==> src/sv/qfpf_pkg.sv <==
package qfpf_pkg;

	localparam int COORD_WIDTH = 16;
	localparam int SQ_WIDTH    = 2 * COORD_WIDTH;
	localparam int DIST_WIDTH  = 2 * COORD_WIDTH + 1;
	localparam int NUM_QUADS   = 4;

	// quadrant codes, also the order in which corners go out
	localparam logic [1:0] QUAD_NE = 2'd0;
	localparam logic [1:0] QUAD_NW = 2'd1;
	localparam logic [1:0] QUAD_SE = 2'd2;
	localparam logic [1:0] QUAD_SW = 2'd3;

	// configuration register indexes
	localparam logic CFG_CENTROID_X = 1'b0;
	localparam logic CFG_CENTROID_Y = 1'b1;

	typedef logic signed [COORD_WIDTH-1:0] coord_t;
	typedef logic [1:0] quad_t;

	typedef struct packed {
		coord_t point_x;
		coord_t point_y;
		logic   frame_end;
	} in_beat_t;

	typedef struct packed {
		quad_t  quadrant;
		coord_t corner_x;
		coord_t corner_y;
		logic   found;
		logic   last_corner;
	} out_beat_t;

	// classified point with its squared axis distances
	typedef struct packed {
		logic                valid;
		logic                hit;
		quad_t               quad;
		logic [SQ_WIDTH-1:0] sq_x;
		logic [SQ_WIDTH-1:0] sq_y;
		coord_t              px;
		coord_t              py;
		logic                frame_end;
	} sq_stage_t;

	typedef struct packed {
		coord_t x;
		coord_t y;
		logic   found;
	} corner_t;

	typedef corner_t [NUM_QUADS-1:0] corner_set_t;

endpackage

==> src/sv/qfpf_front.sv <==
module qfpf_front import qfpf_pkg::*; (
	input  logic      clk,
	input  logic      arst_n,
	input  logic      cfg_we,
	input  logic      cfg_index,
	input  coord_t    cfg_data,
	input  logic      in_valid,
	output logic      in_stall,
	input  in_beat_t  in_data,
	input  logic      s2_go,
	output sq_stage_t stage_s2
);

	coord_t   centroid_x_q;
	coord_t   centroid_y_q;
	in_beat_t beat_s1;
	logic     vld_s1;
	logic     vld_s2;
	logic     s2_acc;
	logic     s1_adv;
	logic     in_acc;

	logic                 gt_x, lt_x, gt_y, lt_y;
	logic [COORD_WIDTH:0] diff_x, diff_y, mag_x, mag_y;
	logic [SQ_WIDTH-1:0]  sq_x, sq_y;

	logic                hit_s2;
	quad_t               quad_s2;
	logic [SQ_WIDTH-1:0] sq_x_s2;
	logic [SQ_WIDTH-1:0] sq_y_s2;
	coord_t              px_s2;
	coord_t              py_s2;
	logic                fe_s2;

	// centroid registers
	always_ff @(posedge clk or negedge arst_n) begin
		if (!arst_n) begin
			centroid_x_q <= '0;
			centroid_y_q <= '0;
		end else if (cfg_we) begin
			case (cfg_index)
				CFG_CENTROID_X: centroid_x_q <= cfg_data;
				CFG_CENTROID_Y: centroid_y_q <= cfg_data;
				default: ;
			endcase
		end
	end

	// handshake across the two stages
	assign s2_acc   = !vld_s2 || s2_go;
	assign s1_adv   = vld_s1 && s2_acc;
	assign in_stall = vld_s1 && !s2_acc;
	assign in_acc   = in_valid && !in_stall;

	always_ff @(posedge clk or negedge arst_n) begin
		if (!arst_n) begin
			vld_s1 <= 1'b0;
		end else if (in_acc) begin
			vld_s1 <= 1'b1;
		end else if (s1_adv) begin
			vld_s1 <= 1'b0;
		end
	end

	always_ff @(posedge clk) begin
		if (in_acc) begin
			beat_s1 <= in_data;
		end
	end

	// classify against the centroid; axis points get hit = 0
	always_comb begin
		gt_x   = beat_s1.point_x > centroid_x_q;
		lt_x   = beat_s1.point_x < centroid_x_q;
		gt_y   = beat_s1.point_y > centroid_y_q;
		lt_y   = beat_s1.point_y < centroid_y_q;
		diff_x = {beat_s1.point_x[COORD_WIDTH-1], beat_s1.point_x}
			- {centroid_x_q[COORD_WIDTH-1], centroid_x_q};
		diff_y = {beat_s1.point_y[COORD_WIDTH-1], beat_s1.point_y}
			- {centroid_y_q[COORD_WIDTH-1], centroid_y_q};
		mag_x  = diff_x[COORD_WIDTH] ? (~diff_x + (COORD_WIDTH+1)'(1)) : diff_x;
		mag_y  = diff_y[COORD_WIDTH] ? (~diff_y + (COORD_WIDTH+1)'(1)) : diff_y;
		sq_x   = SQ_WIDTH'(mag_x[COORD_WIDTH-1:0]) * SQ_WIDTH'(mag_x[COORD_WIDTH-1:0]);
		sq_y   = SQ_WIDTH'(mag_y[COORD_WIDTH-1:0]) * SQ_WIDTH'(mag_y[COORD_WIDTH-1:0]);
	end

	always_ff @(posedge clk or negedge arst_n) begin
		if (!arst_n) begin
			vld_s2 <= 1'b0;
		end else if (s1_adv) begin
			vld_s2 <= 1'b1;
		end else if (s2_go) begin
			vld_s2 <= 1'b0;
		end
	end

	// quad code is {below, left}: NE, NW, SE, SW
	always_ff @(posedge clk) begin
		if (s1_adv) begin
			hit_s2  <= (gt_x || lt_x) && (gt_y || lt_y);
			quad_s2 <= {lt_y, lt_x};
			sq_x_s2 <= sq_x;
			sq_y_s2 <= sq_y;
			px_s2   <= beat_s1.point_x;
			py_s2   <= beat_s1.point_y;
			fe_s2   <= beat_s1.frame_end;
		end
	end

	assign stage_s2 = {vld_s2, hit_s2, quad_s2, sq_x_s2, sq_y_s2, px_s2, py_s2, fe_s2};

endmodule

==> src/sv/qfpf_track.sv <==
module qfpf_track import qfpf_pkg::*; (
	input  logic        clk,
	input  logic        arst_n,
	input  sq_stage_t   stage_s2,
	input  logic        snap_free,
	output logic        s2_go,
	output logic        snap_load,
	output corner_set_t snap
);

	logic [DIST_WIDTH-1:0] best_d_q [NUM_QUADS];
	coord_t                best_x_q [NUM_QUADS];
	coord_t                best_y_q [NUM_QUADS];

	logic [DIST_WIDTH-1:0] nxt_d [NUM_QUADS];
	coord_t                nxt_x [NUM_QUADS];
	coord_t                nxt_y [NUM_QUADS];
	logic [DIST_WIDTH-1:0] d2;
	logic                  upd;

	// a frame end waits until the output buffer can take the corners
	assign s2_go     = stage_s2.valid && (!stage_s2.frame_end || snap_free);
	assign snap_load = s2_go && stage_s2.frame_end;

	// replace only on a strictly greater squared distance
	always_comb begin
		d2  = {1'b0, stage_s2.sq_x} + {1'b0, stage_s2.sq_y};
		upd = stage_s2.hit && (d2 > best_d_q[stage_s2.quad]);
		for (int q = 0; q < NUM_QUADS; q++) begin
			nxt_d[q] = best_d_q[q];
			nxt_x[q] = best_x_q[q];
			nxt_y[q] = best_y_q[q];
		end
		if (upd) begin
			nxt_d[stage_s2.quad] = d2;
			nxt_x[stage_s2.quad] = stage_s2.px;
			nxt_y[stage_s2.quad] = stage_s2.py;
		end
	end

	// corners of the closing frame, this point included
	always_comb begin
		for (int q = 0; q < NUM_QUADS; q++) begin
			snap[q].found = nxt_d[q] != '0;
			snap[q].x     = snap[q].found ? nxt_x[q] : '0;
			snap[q].y     = snap[q].found ? nxt_y[q] : '0;
		end
	end

	always_ff @(posedge clk or negedge arst_n) begin
		if (!arst_n) begin
			for (int q = 0; q < NUM_QUADS; q++) begin
				best_d_q[q] <= '0;
				best_x_q[q] <= '0;
				best_y_q[q] <= '0;
			end
		end else if (s2_go) begin
			for (int q = 0; q < NUM_QUADS; q++) begin
				best_d_q[q] <= stage_s2.frame_end ? '0 : nxt_d[q];
				best_x_q[q] <= stage_s2.frame_end ? '0 : nxt_x[q];
				best_y_q[q] <= stage_s2.frame_end ? '0 : nxt_y[q];
			end
		end
	end

endmodule

==> src/sv/qfpf_drain.sv <==
module qfpf_drain import qfpf_pkg::*; (
	input  logic        clk,
	input  logic        arst_n,
	input  logic        snap_load,
	input  corner_set_t snap,
	output logic        snap_free,
	output logic        out_valid,
	input  logic        out_stall,
	output out_beat_t   out_data
);

	corner_set_t buf_q;
	logic        busy_q;
	quad_t       idx_q;
	logic        take;

	assign take      = busy_q && !out_stall;
	assign snap_free = !busy_q || (take && idx_q == QUAD_SW);

	always_ff @(posedge clk or negedge arst_n) begin
		if (!arst_n) begin
			busy_q <= 1'b0;
			idx_q  <= QUAD_NE;
		end else if (snap_load) begin
			busy_q <= 1'b1;
			idx_q  <= QUAD_NE;
		end else if (take) begin
			if (idx_q == QUAD_SW) begin
				busy_q <= 1'b0;
			end
			idx_q <= idx_q + 2'd1;
		end
	end

	always_ff @(posedge clk) begin
		if (snap_load) begin
			buf_q <= snap;
		end
	end

	// corners go out NE, NW, SE, SW
	assign out_valid            = busy_q;
	assign out_data.quadrant    = idx_q;
	assign out_data.corner_x    = buf_q[idx_q].x;
	assign out_data.corner_y    = buf_q[idx_q].y;
	assign out_data.found       = buf_q[idx_q].found;
	assign out_data.last_corner = idx_q == QUAD_SW;

endmodule

==> src/sv/quadrant_farthest_point_finder.sv <==
// channel | dir | payload    | handshake
// --------+-----+------------+-----------------------------------
// in      | in  | in_beat_t  | in_valid / in_stall
// out     | out | out_beat_t | out_valid / out_stall
// cfg     | in  | coord_t    | cfg_we, cfg_index (0 cx, 1 cy)
//
// One point beat per cycle while in_stall is low. Stages: input register,
// classify and square, then compare/update; a frame end loads four corners
// into an output buffer as it leaves the update stage, and they leave one
// per cycle while out_stall is low. A frame end waits in the update stage
// while the previous frame's corners still drain, so frames shorter than
// four points are held back by the drain. Reset clears the centroid, the
// per-quadrant best registers and all valid flags.
module quadrant_farthest_point_finder import qfpf_pkg::*; (
	input  logic      clk,
	input  logic      arst_n,
	input  logic      cfg_we,
	input  logic      cfg_index,
	input  coord_t    cfg_data,
	input  logic      in_valid,
	output logic      in_stall,
	input  in_beat_t  in_data,
	output logic      out_valid,
	input  logic      out_stall,
	output out_beat_t out_data
);

	sq_stage_t   stage_s2;
	logic        s2_go;
	logic        snap_load;
	logic        snap_free;
	corner_set_t snap;

	qfpf_front u_front (
		.clk      (clk),
		.arst_n   (arst_n),
		.cfg_we   (cfg_we),
		.cfg_index(cfg_index),
		.cfg_data (cfg_data),
		.in_valid (in_valid),
		.in_stall (in_stall),
		.in_data  (in_data),
		.s2_go    (s2_go),
		.stage_s2 (stage_s2)
	);

	qfpf_track u_track (
		.clk      (clk),
		.arst_n   (arst_n),
		.stage_s2 (stage_s2),
		.snap_free(snap_free),
		.s2_go    (s2_go),
		.snap_load(snap_load),
		.snap     (snap)
	);

	qfpf_drain u_drain (
		.clk      (clk),
		.arst_n   (arst_n),
		.snap_load(snap_load),
		.snap     (snap),
		.snap_free(snap_free),
		.out_valid(out_valid),
		.out_stall(out_stall),
		.out_data (out_data)
	);

endmodule
==> config.mk <==
export PLATFORM = sky130hd
export DESIGN_NAME = quadrant_farthest_point_finder
export DESIGN_NICKNAME = d
export VERILOG_FILES = /design/src/sv/qfpf_pkg.sv /design/src/sv/qfpf_front.sv /design/src/sv/qfpf_track.sv /design/src/sv/qfpf_drain.sv /design/src/sv/quadrant_farthest_point_finder.sv
export SDC_FILE = /design/constraint.sdc
export NUM_CORES = 2
export LEC_CHECK = 0
export BUFFER_PORTS_ARGS = -buffer_cell sky130_fd_sc_hd__buf_2
export CAP_MARGIN = 40
export CORE_UTILIZATION = 55
export CTS_BUF_LIST = sky130_fd_sc_hd__clkbuf_4
export DETAILED_ROUTE_END_ITERATION = 8
export GPL_ROUTABILITY_DRIVEN = 0
export GPL_TIMING_DRIVEN = 0
export MAX_ROUTING_LAYER = met4
export PLACE_DENSITY = 0.69
export SLEW_MARGIN = 30
export SYNTH_ARGS = -nofsm -noshare
export SYNTH_HDL_FRONTEND = slang
export SYNTH_SLANG_ARGS = --single-unit
==> constraint.sdc <==
create_clock -name clk -period 12.6 [get_ports clk]
set_input_delay 1.26 -clock clk [delete_from_list [all_inputs] [get_ports clk]]
set_output_delay 1.26 -clock clk [all_outputs]
set_load 0.03 [all_outputs]
==> flow_results.xml <==
<?xml version="1.0" encoding="UTF-8"?>
<metrics>
  <group name="cts">
    <metric name="cts_num_sinks" unit="">560</metric>
    <metric name="ctsLongestPathBuffers" unit="">3</metric>
    <metric name="clk_latency" unit="ns">1.06</metric>
    <metric name="cts.htree.levels" unit="">4</metric>
    <metric name="post-cts-setup-buffers" unit="">0</metric>
    <metric name="clkTransAtPathRegs" unit="ns">0.07</metric>
    <metric name="clk_root_buffer_cell" unit="">sky130_fd_sc_hd__clkbuf_4</metric>
    <metric name="number_of_buffers_created_by_cts" unit="">152</metric>
    <metric name="cts_hold_buffers" unit="">0</metric>
    <metric name="tritoncts_clock_tree" unit="">built</metric>
    <metric name="resized_cells_post_cts" unit="">0</metric>
  </group>
  <group name="job">
    <metric name="max_cap_viol_count" unit="">0</metric>
  </group>
  <group name="critical_path">
    <metric name="timing.critical_path.slowest_stage_cell" unit="">sky130_fd_sc_hd__xor2_1</metric>
    <metric name="timing.critical_path.to_type" unit="">flop</metric>
    <metric name="critPathMostFrequentCell" unit="">sky130_fd_sc_hd__fa_1</metric>
    <metric name="criticalPathCategory" unit="">reg -&gt; reg</metric>
    <metric name="worst-endpoint-required" unit="ns">13.34</metric>
    <metric name="cp.arrival" unit="ns">11.69</metric>
    <metric name="critPathMaxFanout" unit="">10</metric>
    <metric name="peak_per_stage_delay_on_the_critical_path" unit="ns">0.72</metric>
    <metric name="crit_path_start_kind" unit="">flop</metric>
  </group>
  <group name="layout">
    <metric name="final_cell_mix" unit="">sky130_fd_sc_hd__inv_1 (568), sky130_fd_sc_hd__nand2_1 (467), sky130_fd_sc_hd__o21ai_0 (338), sky130_fd_sc_hd__fa_1 (326), sky130_fd_sc_hd__dfrtp_1 (297)</metric>
    <metric name="final_core_util" unit="%">61.77</metric>
    <metric name="area_growth_syn_to_layout" unit="%">10.41</metric>
    <metric name="mostFrequentLayoutCell" unit="">sky130_fd_sc_hd__inv_1</metric>
    <metric name="final_nets" unit="">5171</metric>
    <metric name="final_layout_size_suffix_gt1_share" unit="%">11.44</metric>
    <metric name="fill_cells" unit="">6395</metric>
  </group>
  <group name="placed_design">
    <metric name="place_ws" unit="ns">1.824</metric>
    <metric name="detailed_place_hpwl" unit="um">92190</metric>
    <metric name="io_buffer_count" unit="">92</metric>
  </group>
  <group name="synth">
    <metric name="synthCells" unit="">4213</metric>
    <metric name="post_synth_num_cell_types" unit="">75</metric>
    <metric name="synth_seq_cells" unit="">560</metric>
    <metric name="synth.yosys.seq_area_share" unit="%">35.84</metric>
    <metric name="synth.cell_area" unit="um^2">42770</metric>
    <metric name="synth-edff-count" unit="">263</metric>
    <metric name="async_flop_share" unit="%">53.04</metric>
    <metric name="synthesis.nets" unit="">4890</metric>
    <metric name="dominantRegCellSynth" unit="">sky130_fd_sc_hd__dfrtp_1</metric>
    <metric name="synthesized_area_per_cell" unit="um^2">10.15</metric>
    <metric name="yosysWarnings" unit="">0</metric>
  </group>
  <group name="sta">
    <metric name="min_period_over_period" unit="%">86.89</metric>
    <metric name="rsz0062_at_grt" unit="">no</metric>
    <metric name="transition_time_of_the_tightest_slew_check_pin" unit="ns">0.9193</metric>
    <metric name="report.final.slew_viol_count" unit="">0</metric>
    <metric name="timing.setup.tns" unit="ns">0</metric>
    <metric name="fmax" unit="MHz">91.34</metric>
    <metric name="slew-limit-headroom" unit="%">38.50</metric>
    <metric name="hold_viol_final" unit="">0</metric>
    <metric name="layout_min_cycle_time" unit="ns">10.95</metric>
    <metric name="worst_slack" unit="ns">1.652</metric>
    <metric name="setup_viol_count_final" unit="">0</metric>
    <metric name="clock_skew" unit="ns">0.1070</metric>
  </group>
  <group name="hold_path">
    <metric name="hold_class" unit="">in -&gt; async</metric>
  </group>
  <group name="detailed_routing">
    <metric name="via_per_inst" unit="">5.973</metric>
    <metric name="mean_routed_wirelength_per_cell" unit="um">21.27</metric>
    <metric name="dr_total_vias" unit="">33821</metric>
    <metric name="first_drt_iteration_drcs" unit="">3622</metric>
    <metric name="drc_errors" unit="">0</metric>
    <metric name="firstDrtPassIters" unit="">6</metric>
    <metric name="drt_wl_total" unit="um">120400</metric>
    <metric name="antenna_violating_nets_post_route" unit="">0</metric>
  </group>
  <group name="floorplanning">
    <metric name="die_h" unit="um">280.9</metric>
    <metric name="fp.coreArea" unit="um^2">76450</metric>
    <metric name="die_area" unit="um^2">78890</metric>
    <metric name="rows" unit="">101</metric>
    <metric name="start_util" unit="%">55.95</metric>
    <metric name="number_of_top_level_design_ports" unit="">93</metric>
    <metric name="die_outline_width" unit="um">280.9</metric>
  </group>
  <group name="global_routing">
    <metric name="overflow" unit="">0</metric>
    <metric name="via_count_of_the_first_global_routing_pass" unit="">33905</metric>
    <metric name="grt_pass1_wl" unit="um">189900</metric>
    <metric name="largest_net_degree_at_the_start_of_global_routing" unit="">81</metric>
    <metric name="grt_antenna_before_repair" unit="">6</metric>
    <metric name="groute.usage.overall" unit="%">32.40</metric>
  </group>
  <group name="outcome">
    <metric name="status" unit="">finished, final reports clean</metric>
  </group>
</metrics>
==> logic make-up after synthesis <==
group / after synthesis / share of synthesized area (%)
AOI/OAI and AO/OA: 992 / 15.53
muxes: 120 / 4.797
adders and majority gates: 622 / 23.92
xor gates and xnor gates: 140 / 2.867
and+or+nand+nor: 962 / 9.843
buffers and inverters: 817 / 7.205
DFF: 560 / 35.84
==> metal layers <==
metal  vias to the layer above  GRT usage, %  share of wire (%)
li1                      15309             -                  -
met1                     16681         42.82                 41
met2                      1563         49.85                 47
met3                       268         5.553                8.3
met4                         0         12.96                3.7
met5                         -             -                  0
==> cells in the mapped netlist, types with 36 or more instances <==
library cell | number | area [um^2]
sky130_fd_sc_hd__nor2_1 | 247 | 927.1
sky130_fd_sc_hd__edfxtp_1 | 263 | 7898
sky130_fd_sc_hd__a32o_1 | 96 | 960.9
sky130_fd_sc_hd__nor4_1 | 40 | 250.2
sky130_fd_sc_hd__a21o_1 | 49 | 367.9
sky130_fd_sc_hd__xnor2_1 | 89 | 779.5
sky130_fd_sc_hd__fa_1 | 326 | 6526
sky130_fd_sc_hd__o21ai_0 | 338 | 1692
sky130_fd_sc_hd__a21oi_1 | 107 | 535.5
sky130_fd_sc_hd__nand2_1 | 467 | 1753
sky130_fd_sc_hd__dfrtp_1 | 297 | 7432
sky130_fd_sc_hd__clkbuf_1 | 200 | 750.7
sky130_fd_sc_hd__ha_1 | 296 | 3704
sky130_fd_sc_hd__mux4_2 | 66 | 1486
sky130_fd_sc_hd__xor2_1 | 51 | 446.7
sky130_fd_sc_hd__inv_1 | 568 | 2132
sky130_fd_sc_hd__nor3_1 | 36 | 180.2
sky130_fd_sc_hd__a22oi_1 | 261 | 1959
==> critical path, delay by kind of cell, from the launching register on <==
family | cells | cell delay [ns]
xor gates and xnor gates | 2 | 0.91
adders and majority gates | 8 | 3.66
AOI/OAI and AO/OA | 13 | 3.65
DFF | 1 | 0.43
buffers and inverters | 3 | 0.57
and+or+nand+nor | 5 | 1.44
==> flip-flops by register name, summed over array words and instances, names as in the netlist, 2 cells and up <==
register and cells:
u_drain.buf_q 132, u_drain.idx_q 2, u_front.beat_s1 33, u_front.centroid_x_q 16
u_front.centroid_y_q 16, u_front.px_s2 16, u_front.py_s2 16, u_front.quad_s2 2
u_front.sq_x_s2 31, u_front.sq_y_s2 31, u_track.best_d_q 132, u_track.best_x_q 64
u_track.best_y_q 64
==> path summary, 6_finish.rpt <==
path	from	to	slack (ns)	cells past startpoint
max in group asynchronous	arst_n	u_front.centroid_x_q[8]	11.31	3
min in group clk	in_data[32]	u_front.beat_s1[32]	0.38	1
worst min-delay path	arst_n	u_track.best_d_q[108]	0.12	1
worst max-delay path	u_front.beat_s1[24]	u_front.sq_x_s2[31]	1.65	31
worst min register to register	u_front.beat_s1[0]	u_front.fe_s2	0.44	0
worst max register to register	u_front.beat_s1[24]	u_front.sq_x_s2[31]	1.65	31
==> cell type report <==
type	instances	area, um^2	area share (%)
Clock buffer	241	1809	3.831
Inverter	582	2185	4.626
Clock inverter	42	275.3	0.5829
Timing Repair Buffer	127	925.9	1.961
Tap cell	1030	1289	2.729
Buffer	235	899.6	1.905
Antenna cell	9	22.52	0.04769
Sequential cell	560	15330	32.46
Multi-Input combinational cell	2836	24490	51.86
==> metrics by stage <==
stage	hold slack (ns)	cell area, um^2	instances
finish	0.1168	47230	5662
global route	0.09357	47220	5661
CTS	0.06691	47140	5646
detailed placement	0.4140	45060	5363
global placement	0.4235	44520	5335
floorplan	0.4003	42770	4213
Power is not shown: default switching activity piles up to over one toggle a cycle in this logic, so the estimate is an artifact.
